--- src/sv/dsw_pkg.sv ---
// Shared widths, control word layout and microcode program of the dice sum way counter.
`timescale 1ns / 1ps
package dsw_pkg;

  localparam int FACES_W  = 7;
  localparam int DICE_W   = 7;
  localparam int TARGET_W = 13;
  localparam int WAYS_W   = 32;
  localparam int PROD_W   = FACES_W + DICE_W;

  localparam int MAX_FACES_DEF   = 64;
  localparam int MAX_DICE_DEF    = 64;
  localparam int COUNT_WIDTH_DEF = 32;

  localparam int STEP_W = 4;
  typedef logic [STEP_W-1:0] step_t;

  // Program steps
  localparam step_t S_WAIT   = 4'd0;
  localparam step_t S_PROD   = 4'd1;
  localparam step_t S_CHECK  = 4'd2;
  localparam step_t S_INIT   = 4'd3;
  localparam step_t S_ROW    = 4'd4;
  localparam step_t S_CELL   = 4'd5;
  localparam step_t S_ROWEND = 4'd6;
  localparam step_t S_FINAL  = 4'd7;
  localparam step_t S_FINLD  = 4'd8;
  localparam step_t S_SHORT  = 4'd9;

  // Jump conditions
  typedef enum logic [2:0] {
    C_NONE,
    C_IN_FIRE,
    C_SHORT,
    C_IDX_NE_TGT,
    C_ROWS_ZERO,
    C_IDX_NE_LAST,
    C_OUT_BUSY
  } cond_t;

  typedef struct packed {
    logic in_rdy;
    logic prod_ld;
    logic idx_one;
    logic rows_ld;
    logic init_wr;
    logic idx_inc;
    logic idx_clr;
    logic win_clr;
    logic rd_cell;
    logic bank_flip;
    logic rows_dec;
    logic rd_tgt;
    logic out_ld;
    logic out_src_mem;
  } ctl_t;

  typedef struct packed {
    logic in_valid;
    logic short_cut;
    logic idx_ne_tgt;
    logic idx_ne_last;
    logic rows_zero;
    logic out_busy;
  } sts_t;

  typedef struct packed {
    ctl_t  ctl;
    cond_t cond;
    step_t jmp;
    step_t nxt;
  } uword_t;

  // Control store: taken condition goes to jmp, otherwise to nxt.
  function automatic uword_t ucode_rom(input step_t step);
    uword_t w;
    w      = '0;
    w.cond = C_NONE;
    w.jmp  = S_WAIT;
    w.nxt  = S_WAIT;
    case (step)
      S_WAIT: begin
        w.ctl.in_rdy = 1'b1;
        w.cond       = C_IN_FIRE;
        w.jmp        = S_PROD;
        w.nxt        = S_WAIT;
      end
      S_PROD: begin
        w.ctl.prod_ld = 1'b1;
        w.nxt         = S_CHECK;
      end
      S_CHECK: begin
        w.ctl.idx_one = 1'b1;
        w.ctl.rows_ld = 1'b1;
        w.cond        = C_SHORT;
        w.jmp         = S_SHORT;
        w.nxt         = S_INIT;
      end
      S_INIT: begin
        w.ctl.init_wr = 1'b1;
        w.ctl.idx_inc = 1'b1;
        w.cond        = C_IDX_NE_TGT;
        w.jmp         = S_INIT;
        w.nxt         = S_ROW;
      end
      S_ROW: begin
        w.ctl.idx_clr = 1'b1;
        w.ctl.win_clr = 1'b1;
        w.cond        = C_ROWS_ZERO;
        w.jmp         = S_FINAL;
        w.nxt         = S_CELL;
      end
      S_CELL: begin
        w.ctl.rd_cell = 1'b1;
        w.ctl.idx_inc = 1'b1;
        w.cond        = C_IDX_NE_LAST;
        w.jmp         = S_CELL;
        w.nxt         = S_ROWEND;
      end
      S_ROWEND: begin
        w.ctl.bank_flip = 1'b1;
        w.ctl.rows_dec  = 1'b1;
        w.nxt           = S_ROW;
      end
      S_FINAL: begin
        w.ctl.rd_tgt = 1'b1;
        w.nxt        = S_FINLD;
      end
      S_FINLD: begin
        w.ctl.out_ld      = 1'b1;
        w.ctl.out_src_mem = 1'b1;
        w.cond            = C_OUT_BUSY;
        w.jmp             = S_FINLD;
        w.nxt             = S_WAIT;
      end
      S_SHORT: begin
        w.ctl.out_ld = 1'b1;
        w.cond       = C_OUT_BUSY;
        w.jmp        = S_SHORT;
        w.nxt        = S_WAIT;
      end
      default: begin
        w.nxt = S_WAIT;
      end
    endcase
    return w;
  endfunction

endpackage

--- src/sv/dsw_seq.sv ---
// Microcode sequencer: step counter, control store lookup and conditional jumps.
`timescale 1ns / 1ps
module dsw_seq (
  input  logic           clk,
  input  logic           rst_n,
  input  dsw_pkg::sts_t  sts,
  output dsw_pkg::ctl_t  ctl,
  output dsw_pkg::step_t step
);
  import dsw_pkg::*;

  step_t  step_r;
  step_t  step_nxt;
  uword_t uw;
  logic   take;

  always_comb begin
    uw = ucode_rom(step_r);
    case (uw.cond)
      C_NONE:        take = 1'b0;
      C_IN_FIRE:     take = sts.in_valid;
      C_SHORT:       take = sts.short_cut;
      C_IDX_NE_TGT:  take = sts.idx_ne_tgt;
      C_ROWS_ZERO:   take = sts.rows_zero;
      C_IDX_NE_LAST: take = sts.idx_ne_last;
      C_OUT_BUSY:    take = sts.out_busy;
      default:       take = 1'b0;
    endcase
    step_nxt = take ? uw.jmp : uw.nxt;
  end

  always_ff @(posedge clk) begin
    if (!rst_n) begin
      step_r <= S_WAIT;
    end else begin
      step_r <= step_nxt;
    end
  end

  assign ctl  = uw.ctl;
  assign step = step_r;
endmodule

--- config.mk ---
export PLATFORM = sky130hd
export DESIGN_NAME = dsw_seq
export DESIGN_NICKNAME = d
export VERILOG_FILES = /design/src/sv/dsw_pkg.sv /design/src/sv/dsw_seq.sv
export SDC_FILE = /design/constraint.sdc
export NUM_CORES = 1
export LEC_CHECK = 0
export BUFFER_PORTS_ARGS = -buffer_cell sky130_fd_sc_hd__buf_2
export CAP_MARGIN = 20
export CORE_AREA = 2 2 39 41
export DETAILED_ROUTE_END_ITERATION = 10
export DIE_AREA = 0 0 41 43
export PLACE_DENSITY = 0.67
export SLEW_MARGIN = 20
export SYNTH_ARGS = -nofsm -noshare
export SYNTH_HDL_FRONTEND = slang
export SYNTH_SLANG_ARGS = --single-unit
--- constraint.sdc ---
create_clock -name clk -period 1.56 [get_ports clk]
set_input_delay 0.156 -clock clk [delete_from_list [all_inputs] [get_ports clk]]
set_output_delay 0.156 -clock clk [all_outputs]
set_load 0.01 [all_outputs]
# Word level (Yosys, flattened, before mapping)
# Index checks and enable logic that the tools add are counted.
# op_classes
n_mux,15
n_eq_ne,15
n_reduce_logical,4
# op_table
operator,count
$pmux 7 s7,1
$pmux 4 s6,1
$eq 4x3->1 const B,4
$eq 3x3->1 const B,3
$eq 4x2->1 const B,2
$eq 4x4->1 const B,2
$mux 1,8
$eq 3x2->1 const B,2
$mux 2,3
$pmux 1 s6,1
$reduce_or 2->1,3
$eq 4x1->1 const B,1
$logic_not 4->1,1
$mux 4,1
$eq 3x1->1 const B,1
# totals
reg_bits,4
out_inout_bits,18
elab_cells,35
inputBits,8

# Depth between registers and ports, before layout
# Gate-level depths: netlist of the first run.
# logic_depth
depth_word,5
ltp_mapped,6
mapped_depth_nobuf,5

# Worst setup path after synthesis of the first run
# No wires, ideal clock.
# synth_timing
kind,flip-flop to flip-flop
startpoint,register step_r[3] (netlist: step[3])
endpoint,register step_r[0] (netlist: step[0])
path_slack_ps,-105
setup_ps,67
path_buffers,0
stages_incl_launch_ff,6
synth_period_minus_slack_ps,1665
t_arrival_ps,1598
required_ps,1493
cell_sequence,dfxtp_1 -> nor3b_1 -> and2_1 -> a211oi_2 -> or3_1 -> o21ai_2
# synth_between
elab_chain_len,5
word_cells_on_any_way,21
cone_classes,eq/ne (15); mux (4); reduce/logical (2)
# synth_lines
item,line_no,text
from (decl),dsw_seq.sv:12,step_t step_r;
from (signal assigned),dsw_seq.sv:36,step_r <= step_nxt;
"$eq 4x4->1, or another cell as far along",dsw_pkg.sv:81,case (step)
$pmux 7 s7,dsw_pkg.sv:81,
"$eq 3x3->1, or another cell as far along",dsw_seq.sv:19,case (uw.cond)
$pmux 1 s6,dsw_seq.sv:19,
$mux 4 *,dsw_seq.sv:29,step_nxt = take ? uw.jmp : uw.nxt;
# Mark *: on every way between the ends. The rest lies on a longest branch, timed or not.
# A chain may end at the register's enable or synchronous reset.

# Final worst setup path of the first run
# layout_timing
startpoint,register step_r[2] (netlist: step[2])
endpoint,register step_r[3] (netlist: step[3])
# The elaborated chain is that of the path after synthesis.

==> results of run 1 <==
[stage by stage]
step	TNS (ns)	cell area [um^2]	hold WS (ns)	setup slack (ns)
5_1_grt	-0.0516	759	0.183	-0.0252
6_report	0	759	0.184	0.0496
4_1_cts	0	694	0.179	0.0211
2_1_floorplan	0	458	0.284	0.0114
3_3_place_gp	0	658	0.411	0.0624
3_5_place_dp	-0.00536	658	0.423	-0.00536
[cell usage in the layout (no fill, tap or decap), types with 2 or more instances in the layout]
cell	Yosys	final
dfxtp_2	0	2
o21ai_0	2	2
or2b_1	3	2
a21oi_2	0	2
nor3_1	5	3
buf_4	3	15
a21o_1	2	2
buf_2	2	25
nor2_1	6	3
nand2b_1	3	3
nor3b_2	0	2
o21a_1	2	2
o31a_1	2	2
a21oi_1	6	4
nor2_2	0	3
nor3_4	0	2
nor2b_1	2	2
clkbuf_4	0	3
[cell families (layout without fill, tap and decap cells)]
| logic type | after synthesis | after routing | share of synthesized area |
|---|---|---|---|
| xor gates and xnor gates | 1 | 1 | 0.0195 |
| DFF | 4 | 4 | 0.178 |
| buffers and inverters | 8 | 44 | 0.114 |
| and+or+nand+nor | 30 | 30 | 0.384 |
| AOI/OAI and AO/OA | 20 | 20 | 0.304 |
[report_power, final]
group	switching (mW)	leakage [nW]	internal (mW)	total, mW
sequential	0.0450	0.0342	0.136	0.181
clock	0.0415	0.0138	0.0860	0.127
combinational	0.416	0.323	0.408	0.824
[worst paths after layout]
check / end / cells past startpoint
min reg2reg: step[0] / 2
max: step[3] / 5
min: step[3] / 2
max reg2reg: step[3] / 5
[worst register-to-register path, cell delays in order (launching register included)]
cell and delay (ns):
dfxtp_4 0.37, or2b_1 0.28, nor3b_2 0.17, o31a_1 0.26, nor4_1 0.08, o31a_1 0.24
[area by class of cell]
| type | instances | area [um^2] |
|---|---|---|
| Multi-Input combinational cell | 51 | 389 |
| Sequential cell | 4 | 86.3 |
| Inverter | 1 | 3.75 |
| Timing Repair Buffer | 40 | 238 |
| Clock buffer | 3 | 22.5 |
| Fill cell | 145 | 624 |
| Tap cell | 16 | 20.0 |
[layer usage]
metal | vias to the layer above | wire, um
met3 | 4 | 91
li1 | 302 | -
met4 | 0 | 31
met5 | - | 0
met2 | 31 | 815
met1 | 276 | 576
[timing repair]
| item | in CTS | in global routing |
|---|---|---|
| setup buffers | 0 | 1 |
| gates resized for setup | 4 | 14 |
| gates cloned | 0 | 0 |
| setup endpoints to repair | 4 | 12 |
| pin swaps | 0 | 7 |
| hold buffers | 0 | 0 |
==> qor.csv, run 1 <==
stage,metric,value,unit
global_route,gr-max-usage-layer,met2,
clock_network,cts_buffers,3,
global_route,grt_max_degree,11,
hold_path,min_path_type,in -> reg,
run,cap_violations,0,
die,start_util,0.325,
critical_path,path_class,reg -> reg,
power_and_ir_drop,p_total,1.13,mW
critical_path,path_buf_inv,0,
clock_network,cts_tree,built,
global_route,grtUsageMet3,0.0209,
critical_path,path_common_cell,o31a_1,
clock_network,numClockSinks,4,
logic_synthesis,synthTopCellsByArea,"dfxtp_1 (18%), a21oi_1 (6.7%), nor3_1 (5.6%), buf_4 (5.0%), nor2_1 (5.0%)",
logic_synthesis,synth.distinct_cells,31,
place,routabilityCongestion,0.868,
place,dp_hpwl,1.11,mm
clock_network,clock-root-buffer,clkbuf_4,
clock_network,ctsLongestPathBuffers,2,
critical_path,slowest_stage,dfxtp_4,
global_route,track_usage,0.190,
logic_synthesis,syn_inst,63,
status,status,finished clean,
hold_path,holdCritStartpoint,rst_n,
cells_and_area,postLayoutCoreUtil,0.549,
clock_network,clk_pin_slew,0.04,ns
critical_path,timing.rr.start,step[2],
global_route,overflow,0,
critical_path,worstPathRequired,1.68,ns
cells_and_area,synthToLayoutAreaGrowth,69.1,%
place,io_buffers,25,
cells_and_area,drive_above_1_share,0.626,
timing,rsz0062_at_grt,true,
drt,drc,0,
logic_synthesis,netlist_top_cells_count,"a21oi_1 (6), nor2_1 (6), nor3_1 (5)",
logic_synthesis,syn_area_per_cell,7.13,um^2
global_route,use_met2,0.275,
die,io_pins,26,
critical_path,critPathCaptureType,flip-flop,
die,die_height,43,um
drt,routed_wl,1.51,mm
critical_path,crit_fanout,8,
drt,first_iter_violations,20,
logic_synthesis,synth_edf_count,0,
critical_path,critPathTopFamily,simple AND/OR/NAND/NOR gates,
timing,min_period_over_period,0.968,
global_route,antenna_found_initial,0,
timing,fin_skew,0.000808,ns
timing,worst_slew_pin_slew,0.299,ns
critical_path,critical_path.cell_chain,"or2b_1, nor3b_2, o31a_1, nor4_1, o31a_1",
timing,max_freq,0.662,GHz
timing,setup_viol,0,
timing,relSlewSlack,0.801,
die,dieArea,1760,um^2
die,core_area,1380,um^2
cells_and_area,largest_reg_flops,4,
logic_synthesis,synth_fp_nets,71,
drt,routed_via_density,5.33,
cells_and_area,n_antenna_cell,0,
drt,dr.pass1.iters,4,
logic_synthesis,synth_top_cell_by_area,dfxtp_1,
drt,vias,613,
clock_network,clk_latency,0.23,ns
logic_synthesis,syn-cell-area,449,um^2
cells_and_area,layout.cells.non_filler,115,
critical_path,arrival,1.63,ns
die,num_rows,14,
critical_path,critPathLaunchType,flip-flop,
critical_path,worst_path_largest_cell_delay,0.37,ns
place,dp_cells,111,
critical_path,r2r_slack,0.05,ns
logic_synthesis,synthFlopType,dfxtp_1,
timing,finalHoldViolCount,0,
timing,post-route-min-period,1.51,ns
critical_path,critPathLaunch,step[2],
clock_network,htreeDepth,1,
drt,wl_per_cell,13.2,um
logic_synthesis,synthArstFlopShare,0,
drt,ant_nets,0,
cells_and_area,fin_nets,109,
global_route,grt_pass1_vias,537,
logic_synthesis,yosysSeqAreaShare,0.178,
power_and_ir_drop,powerDensity,1490,nW/um^2
power_and_ir_drop,p_leak,0.371,nW
power_and_ir_drop,ir_drop,0.000744,V
logic_synthesis,synth_seq_cells,4,
global_route,use_met1,0.241,
timing,final_max_slew_viol_count,0,
global_route,grt_pass1_wl,2.26,mm
logic_synthesis,yosys_warnings,0,
logic_synthesis,synth.top_cell.area_share,0.178,
die,fp.dieW,41,um
(Power assumes the default switching activity.)
==> inputs of run 2 (changes only) <==
--- a/config.mk
+++ b/config.mk
@@ -7,10 +7,12 @@
 export LEC_CHECK = 0
 export BUFFER_PORTS_ARGS = -buffer_cell sky130_fd_sc_hd__buf_2
 export CAP_MARGIN = 20
-export CORE_AREA = 2 2 39 41
+export CELL_PAD_IN_SITES_DETAIL_PLACEMENT = 1
+export CELL_PAD_IN_SITES_GLOBAL_PLACEMENT = 1
+export CORE_ASPECT_RATIO = 0.9
+export CORE_UTILIZATION = 27
 export DETAILED_ROUTE_END_ITERATION = 10
-export DIE_AREA = 0 0 41 43
-export PLACE_DENSITY = 0.67
+export PLACE_DENSITY_LB_ADDON = 0.1
 export SLEW_MARGIN = 20
 export SYNTH_ARGS = -nofsm -noshare
 export SYNTH_HDL_FRONTEND = slang
==> constraint.sdc (replaced) <==
create_clock -name clk -period 1.6 [get_ports clk]
set_input_delay 0.16 -clock clk [delete_from_list [all_inputs] [get_ports clk]]
set_output_delay 0.16 -clock clk [all_outputs]
set_load 0.01 [all_outputs]
==> run 2 against run 1 <==
Effect of this change:
- sequential power is 4% higher
- utilization up 0.72 points
- fmax shrank 4.5%
- sequential cell count stayed put
- global-route usage about the same
- worst setup slack worse by 0.031 ns
- final area grew 9.6%
- register-to-register slack got worse by 0.03 ns
- cell count grew 8.7%
- power is 13% higher
- clock power barely moved
- wire length grew 17%
- largest cell class unchanged
==> qor.csv, run 2 (same netlist as run 1, synthesis figures left out) <==
stage,metric,value,unit,change
critical_path,crit_fanout,8,,unchanged
critical_path,reg2reg_depth,6,,+1
critical_path,worstPathRequired,1.71,ns,+0.03 ns
drt,ant_nets,0,,unchanged
power_and_ir_drop,ir_drop,0.00105,V,+41%
die,dieArea,1830,um^2,+3.9%
power_and_ir_drop,powerDensity,1530,nW/um^2,+2.9%
timing,post-route-min-period,1.58,ns,+0.0709 ns
timing,rsz0062_at_grt,true,,
die,fp.dieW,45.0,um,+9.7%
critical_path,critPathLaunchType,flip-flop,,
cells_and_area,nFillCells,189,,+30%
cells_and_area,postLayoutCellArea,832,um^2,+9.6%
drt,routed_wl,1.78,mm,+17%
critical_path,timing.rr.start,step[0],,
critical_path,path_class,reg -> reg,,
clock_network,clock-root-buffer,clkbuf_4,,
critical_path,rr_endpoint,step[1],,
drt,wl_per_cell,14.2,um,+7.9%
die,die_height,40.7,um,-5.4%
timing,final_max_slew_viol_count,0,,unchanged
hold_path,hold_end,step[3],,
power_and_ir_drop,p_leak,0.403,nW,+8.5%
hold_path,hold_depth,2,,unchanged
drt,vias,616,,+0.49%
timing,max_freq,0.632,GHz,-4.5%
clock_network,cts_tree,built,,
drt,drc,0,,unchanged
place,dp_hpwl,1.24,mm,+12%
cells_and_area,layout_common_cells,"buf_2 (26), buf_4 (16), a21oi_1 (5)",,
clock_network,htreeDepth,1,,unchanged
clock_network,clk_latency,0.24,ns,about the same
clock_network,ctsLongestPathBuffers,2,,unchanged
timing,min_period_over_period,0.988,,+0.0201
global_route,track_usage,0.190,,about the same
critical_path,r2r_slack,0.02,ns,-0.03 ns
die,num_rows,13,,-1
global_route,grt_pass1_vias,560,,+4.3%
cells_and_area,postLayoutCoreUtil,0.556,,+0.00719
cells_and_area,fin_nets,113,,+3.7%
run,cap_violations,0,,unchanged
power_and_ir_drop,p_total,1.28,mW,+13%
timing,setup_viol,0,,unchanged
drt,dr.pass1.iters,4,,unchanged
hold_path,min_path_type,in -> reg,,
die,io_pins,26,,unchanged
die,start_util,0.300,,-0.0244
timing,relSlewSlack,0.810,,+0.00908
drt,routed_via_density,4.93,,-7.5%
timing,totalNegativeSetupSlack,0,ns,unchanged
place,io_buffers,25,,unchanged
critical_path,critPathCaptureType,flip-flop,,
cells_and_area,synthToLayoutAreaGrowth,85.2,%,
cells_and_area,drive_above_1_share,0.641,,+0.0145
cells_and_area,multi_input_area,414,um^2,+6.4%
place,routabilityCongestion,0.839,,-3.3%
clock_network,clk_pin_slew,0.04,ns,about the same
timing,finalHoldViolCount,0,,unchanged
cells_and_area,largest_reg_flops,4,,unchanged
hold_path,holdCritStartpoint,rst_n,,
cells_and_area,mostFrequentLayoutCell,buf_2,,
clock_network,cts_buffers,3,,unchanged
timing,fin_skew,0.00702,ns,+0.00621 ns
clock_network,numClockSinks,4,,unchanged
place,postPlaceCellArea,664,um^2,+0.95%
global_route,grt_max_degree,10,,-1
global_route,antenna_found_initial,0,,unchanged
drt,first_iter_violations,1,,-95%
global_route,grt_pass1_wl,2.48,mm,+9.8%
die,core_area,1500,um^2,+8.1%
status,status,finished clean,,
cells_and_area,n_antenna_cell,0,,unchanged
timing,worst_slew_pin_slew,0.284,ns,-0.0145 ns
global_route,overflow,0,,unchanged
critical_path,arrival,1.70,ns,+0.07 ns
cells_and_area,regArea,91.3,um^2,+5.8%
## run 2: changes by cell type in the layout (fill, tap and decap cells not counted), sizes merged
cell	previous run	this run
buf	40	44
## run 2: where the power goes
group | switching, mW | internal [mW] | total (mW)
Combinational | 0.471 | 0.493 | 0.964
Clock | 0.0401 | 0.0838 | 0.124
Sequential | 0.0509 | 0.138 | 0.189
## run 2: metrics by stage
step	setup slack [ns]	std cells	hold WS (ns)
after detailed placement	-0.0240	117	0.435
after global routing	-0.0520	125	0.205
final	0.0187	125	0.201
after CTS	0.0194	120	0.195
after floorplan	0.0105	63	0.288
after global placement	0.00983	117	0.437
## run 2: final cells by class
type / count / share of cell area
flip-flops and latches: 4 / 0.110
repair buffers: 44 / 0.328
clock buffers: 3 / 0.0271
well taps: 22 / 0.0331
inverters: 1 / 0.00451
multi-input cells: 51 / 0.498
## run 2: worst max-delay path, cell delays in order, from the launching register on
cell and delay, ns:
dfxtp_4 0.36, and3b_1 0.25, a21oi_2 0.18, o31a_1 0.32
buf_4 0.17, o21a_1 0.14, nor3_2 0.04
## run 2: repair_timing
| action | in CTS | in global routing |
|---|---|---|
| endpoints found under the setup margin | 7 | 6 |
| gates cloned | 0 | 0 |
| hold buffers | 0 | 0 |
| pin swaps | 0 | 11 |
| resized for setup | 3 | 25 |
| buffers inserted | 0 | 5 |
## run 2: how the worst max path moves through the flow
stage | end | depth (start not counted) | slack (ns) | startpoint
after global routing | step[3] | 5 | -0.05 | step[1]
after detailed placement | step[0] | 5 | -0.02 | step[1]
after CTS | step[1] | 6 | 0.02 | step[2]
after floorplan | step[0] | 5 | 0.01 | step[2]
after global placement | step[0] | 5 | 0.01 | step[1]
final | step[1] | 6 | 0.02 | step[0]
## run 2: layer usage
metal / vias to the layer above / share of wire / routed length (um) / global-route usage
met2: 13 / 0.51 / 912 / 0.333
li1: 303 / - / - / -
met1: 298 / 0.45 / 801 / 0.240
met4: 0 / 0.0056 / 10 / 0.0455
met3: 2 / 0.029 / 51 / 0.0396
met5: - / 0 / 0 / 0
